==> config.mk <==
export PLATFORM = sky130hd
export DESIGN_NAME = iafr_ctrl
export DESIGN_NICKNAME = d
export VERILOG_FILES = /design/src/sv/iafr_pkg.sv /design/src/sv/iafr_ctrl.sv
export SDC_FILE = /design/constraint.sdc
export NUM_CORES = 1
export LEC_CHECK = 0
export CELL_PAD_IN_SITES_DETAIL_PLACEMENT = 0
export CELL_PAD_IN_SITES_GLOBAL_PLACEMENT = 2
export CORE_MARGIN = 1.5
export CORE_UTILIZATION = 36
export DETAILED_ROUTE_END_ITERATION = 8
export DONT_BUFFER_PORTS = 1
export PLACE_DENSITY_LB_ADDON = 0.1
export SYNTH_ARGS = -nofsm -noshare
export SYNTH_HDL_FRONTEND = slang
export SYNTH_SLANG_ARGS = --single-unit
export TNS_END_PERCENT = 30
==> constraint.sdc <==
create_clock -name clk -period 2.4 [get_ports clk]
set_input_delay 0.12 -clock clk [delete_from_list [all_inputs] [get_ports clk]]
set_output_delay 0.12 -clock clk [all_outputs]
set_load 0.05 [all_outputs]
==> src/sv/iafr_pkg.sv <==
// Package for the IMU angle frame receiver.
// Holds frame constants, register indexes, the parse phase type and the control struct.
// No dependencies.
package iafr_pkg;

  localparam int unsigned DATA_BYTES = 8;
  localparam int unsigned COUNT_W    = 4;
  localparam int unsigned CFG_IDX_W  = 2;

  localparam logic [7:0] SYNC_RESET = 8'h55;
  localparam logic [7:0] TYPE_RESET = 8'h53;

  localparam logic [CFG_IDX_W-1:0] REG_SYNC = CFG_IDX_W'(0);
  localparam logic [CFG_IDX_W-1:0] REG_TYPE = CFG_IDX_W'(1);

  localparam logic [COUNT_W-1:0] COUNT_FULL = COUNT_W'(DATA_BYTES);

  typedef enum logic [1:0] {
    PH_HUNT = 2'd0,
    PH_TYPE = 2'd1,
    PH_DATA = 2'd2
  } phase_t;

  typedef struct packed {
    logic shift;     // data byte accepted, advance the cell chain
    logic at_check;  // next accepted byte is the checksum
    logic emit;      // checksum byte accepted and matches
  } iafr_ctrl_t;

endpackage

==> src/sv/iafr_ctrl.sv <==
// Frame parser control: header hunt, data byte count and running checksum.
// Depends on iafr_pkg.
module iafr_ctrl
  import iafr_pkg::*;
(
  input  logic       clk,
  input  logic       rst,
  input  logic       accept,
  input  logic [7:0] rx_byte,
  input  logic [7:0] sync_byte,
  input  logic [7:0] type_byte,
  output iafr_ctrl_t ctrl
);

  phase_t             phase, phase_next;
  logic [COUNT_W-1:0] byte_count, byte_count_next;
  logic [7:0]         running_sum, running_sum_next;
  logic               full;

  assign full = (byte_count == COUNT_FULL);

  always_comb begin
    phase_next       = phase;
    byte_count_next  = byte_count;
    running_sum_next = running_sum;
    if (accept) begin
      unique case (phase)
        PH_TYPE: begin
          if (rx_byte == type_byte) begin
            running_sum_next = running_sum + rx_byte;
            byte_count_next  = '0;
            phase_next       = PH_DATA;
          end else begin
            phase_next = PH_HUNT;
          end
        end
        PH_DATA: begin
          if (!full) begin
            running_sum_next = running_sum + rx_byte;
            byte_count_next  = byte_count + COUNT_W'(1);
          end else begin
            byte_count_next = '0;
            phase_next      = PH_HUNT;
          end
        end
        default: begin
          phase_next = PH_HUNT;
          if (rx_byte == sync_byte) begin
            running_sum_next = rx_byte;
            phase_next       = PH_TYPE;
          end
        end
      endcase
    end
  end

  always_comb begin
    ctrl = '0;
    unique case (phase)
      PH_DATA: begin
        ctrl.at_check = full;
        ctrl.shift    = accept && !full;
        ctrl.emit     = accept && full && (rx_byte == running_sum);
      end
      default: begin
        ctrl = '0;
      end
    endcase
  end

  always_ff @(posedge clk) begin
    if (rst) begin
      phase       <= PH_HUNT;
      byte_count  <= '0;
      running_sum <= '0;
    end else begin
      phase       <= phase_next;
      byte_count  <= byte_count_next;
      running_sum <= running_sum_next;
    end
  end

endmodule

# Yosys cells after proc, flatten, opt, wreduce, memory -nomap -nowiden
# Cells that the tools add are included.
[word_totals] register_bits=14 latchBits=0 ramBits=0 romBits=0 wordCells=35 mem_count=0
[op_classes] n_addsub=2 multipliers=0 n_div=0 order_cmp=0 n_eq_ne=9 shift=0 n_mux=12 bitwise=0 reduce_logical=9
[ops] cell="$eq 8x8->1" n=3
[ops] cell="$mux 8" n=3
[ops] cell="$pmux 8 s2" n=1
[ops] cell="$add 8x8->8" n=1
[ops] cell="$mux 4" n=2
[ops] cell="$pmux 4 s2" n=1
[ops] cell="$ne 2x2->1 const B" n=3
[ops] cell="$add 4x1->4 const B" n=1
[ops] cell="$eq 4x4->1 const B" n=1
[ops] cell="$mux 2" n=2
[ops] cell="$pmux 2 s2" n=1
[ops] cell="$reduce_and 4->1" n=1
[ops] cell="$logic_and 1x1->1" n=3
[ops] cell="$mux 3" n=1
[ops] cell="$reduce_and 3->1" n=1
[ops] cell="$reduce_bool 3->1" n=1
[ops] cell="$eq 2x1->1 const B" n=1
[ops] cell="$eq 2x2->1 const B" n=1
[ops] cell="$reduce_and 2->1" n=1
[ops] cell="$reduce_bool 2->1" n=1
[ops] cell="$logic_not 1->1" n=1
[ops] cell="$mux 1" n=1

# Longest topological paths before layout
[depth] ltp_word=4 ltp_mapped=9 depth_no_buf=9

# Worst setup path after synthesis
# No wires, ideal clock.
[synth_path] kind="reg-to-output" from="register running_sum[3]" to="output port ctrl[0] (netlist name)" t_arrival_ns=2.040 path_slack_ns=0.240 stages_incl_launch_ff=5 cell_sequence="dfxtp_1 -> ha_1 -> nor4_1 -> nand2_1 -> nor3_1"
[synth_lines] item="start, declared" line="iafr_ctrl.sv:17" text="logic [7:0] running_sum, running_sum_next;"
[synth_lines] item="start signal, assigned" line="iafr_ctrl.sv:79" text="running_sum <= running_sum_next;"
[synth_lines] item="end, declared" line="iafr_ctrl.sv:12" text="output iafr_ctrl_t ctrl"

# Worst setup path after layout
[layout_path] from="register running_sum[2]" to="register running_sum[6]"
[layout_via] elab_chain_cells=3
[layout_lines] item="$add 8x8->8 *" line="iafr_ctrl.sv:30, iafr_ctrl.sv:39"
[layout_lines] item="$mux 8, on equally long branches" line="iafr_ctrl.sv:38, iafr_ctrl.sv:29"
[layout_lines] item="$pmux 8 s2 *" line="iafr_ctrl.sv:27" text="unique case (phase)"
# Every way passes the cells marked *; elsewhere a longest branch is shown, timed or not. The select of a mux whose other input is x is not followed.
# A chain may end at the register's enable or synchronous reset.

==> summary.txt <==
Slew headroom -> 56.2%
syn nets -> 191
Hold Path Class -> input pin to flop
core footprint -> 3340 um^2
Syn-to-layout area delta -> 9.11%
crit path launch type -> flop
leak pwr -> 0.543 nW
Clock Sink Count -> 14
Max Clock Freq -> 492 MHz
flops & latches, synth -> 14
CTS tree -> yes
Area contributors post-synth -> dfxtp_1 22%, ha_1 11%, xnor2_1 11%, nor2_1 4.5%, mux2i_1 4.0%
All-Layer GR Usage -> 16.4%
Die X -> 61.9 um
Vias per Instance -> 5.34
async set-reset flop share out of synthesis -> 0%
fin crit period -> 2.03 ns
Congestion Overflow GR -> 0
Critical Path Fanout Max -> 5
setup TNS -> 0 ns
Antenna diodes -> 0
Post-CTS Resized -> 0
kind of critical path -> flop to flop
Post-Syn Instances -> 152
syn_area_per_cell -> 8.22 um^2
site row count -> 21
Clk Latency, worst-skew pair -> 0.30 ns
Unique masters post-synth -> 41
fraction of layout cells with a size suffix above 1 -> 9.62%
Cell Area, Synth -> 1250 um^2
TritonCTS Buffers -> 3
hpwl dp -> 2340 um
Post-DRT Antenna Nets -> 0
final setup fails -> 0
Clock Path Buffers -> 2
DR iter-0 viols -> 29
vias -> 1079
CP Cell Sequence -> ha_1 -> nor2b_1 -> o31a_1 -> o21a_1 -> or3_1 -> a311oi_1 -> nor3_1
Post-synth EDFFs -> 0
Slowest-stage cell, CP -> dfxtp_1
drt total wl -> 3000 um
CTS Root Cell -> clkbuf_4
status -> completed
Initial Util -> 37.5%
commonest cells after routing, fill and taps aside -> 15 x nor2_1, 15 x xnor2_1, 14 x dfxtp_1
1st-pass router iterations -> 4
Pwr Total -> 0.491 mW
pwr/cell area -> 360 nW/um^2
drt wl/cell -> 14.9 um
CP peak stage delay -> 0.34 ns
worst vdd ir -> 0.000145 V
Worst Skew -> 0.00915 ns
Top FF cell, synth -> dfxtp_1
Post-CTS Repair Setup Buffers -> 0
register area share after synthesis -> 22.4%
die footprint -> 3830 um^2
gpl congestion -> 0.733
Layout Nets -> 196
initial antenna violation count -> 0
crit path DAT -> 2.21 ns
Synth top area share -> 22.4%
Tcrit/Tclk final -> 84.6%
Worst setup EP type -> flop
first-pass GRT wire length -> 4410 um
DRC -> 0
Die Ht -> 61.9 um
Worst-path clk slew -> 0.11 ns
Slew Viols, Final -> 0
max-capacitance violation count -> 0
required time of the critical path -> 2.57 ns
H-tree depth -> 1
# IOs -> 30
cell taking the most area after synthesis -> dfxtp_1
YS warnings -> 0
Hold Fails Final Rpt -> 0
largest net degree at the start of global routing -> 18
number of global-route vias before repair -> 945
RSZ-0062 raised after global routing -> no
worst slew pin tran -> 0.651 ns
Fill cells -> 370
Port Buffers -> 0
hold_buf cts -> 2
metrics by stage:
stage          area [um^2]  util, %  worst slack [ns]  cells  hold WS, ns
2_1_floorplan         1250        -             0.240    152        0.193
3_3_place_gp          1310     39.2             0.410    196        0.192
3_5_place_dp          1310     39.2             0.392    196        0.194
4_1_cts               1360     40.9             0.357    202       0.0208
5_1_grt               1360     40.9             0.253    202      0.00921
6_report              1360     40.9             0.369    202       0.0191
critical path: cells and delay by family (launching register included):
| family | cells | cell delay, ns |
|---|---|---|
| adder cells (fa/ha/maj) | 1 | 0.33 |
| flip-flops | 1 | 0.34 |
| AND/OR/NAND/NOR | 3 | 0.53 |
| AO/OA/AOI/OAI | 3 | 0.69 |
layer usage:
metal / up-vias / GRT usage [%] / part of all wire (%)
met3: 4 / 4.14 / 6.5
met5: - / 0 / 0
li1: 549 / - / -
met4: 0 / 6.38 / 1.1
met2: 32 / 24.7 / 41
met1: 494 / 22.5 / 52
sequential cells by signal (all words and copies together) (netlist names):
| register | flops |
|---|---|
| running_sum | 8 |
| phase | 2 |
| byte_count | 4 |
area by class of cell:
type | instances | area, um^2 | area share, %
inverter | 11 | 41.3 | 3.03
sequential | 14 | 280 | 20.6
timing repair buffer | 5 | 42.5 | 3.12
clock buffer | 4 | 36.3 | 2.66
tap | 46 | 57.6 | 4.22
multi-input combinational | 122 | 906 | 66.4
power by group:
| group | leakage [nW] | internal [mW] | switching [mW] |
|---|---|---|---|
| Combinational | 0.409 | 0.0374 | 0.0303 |
| Clock | 0.0210 | 0.0925 | 0.0982 |
| Sequential | 0.113 | 0.233 | 0.000348 |
cells by family after synthesis:
family                     Yosys count  synth area share, %
and+or+nand+nor                     50                 21.0
AOI/OAI and AO/OA                   33                 18.0
xor gates and xnor gates            20                 14.6
buffers and inverters               16                 5.51
DFF                                 14                 22.4
adders and majority gates           12                 12.6
muxes                                7                 5.81
worst paths after layout:
| kind | cells past startpoint | start | end | slack, ns |
|---|---|---|---|---|
| max | 7 | running_sum[2] | running_sum[6] | 0.37 |
| min | 2 | rx_byte[4] | running_sum[4] | 0.02 |
| max reg2reg | 7 | running_sum[2] | running_sum[6] | 0.37 |
| min reg2reg | 2 | phase[0] | phase[0] | 0.49 |
synth_stat cells (all sizes together) (3+ instances only):
cell    count
a211oi      4
a21oi       6
clkbuf      3
dfxtp      14
ha         11
inv        11
mux2i       5
nand2       8
nand4       5
nor2       15
nor2b       5
nor3        3
o21a        3
o21ai      10
xnor2      16
xor2        4
Power figures use the tool's default switching activity.
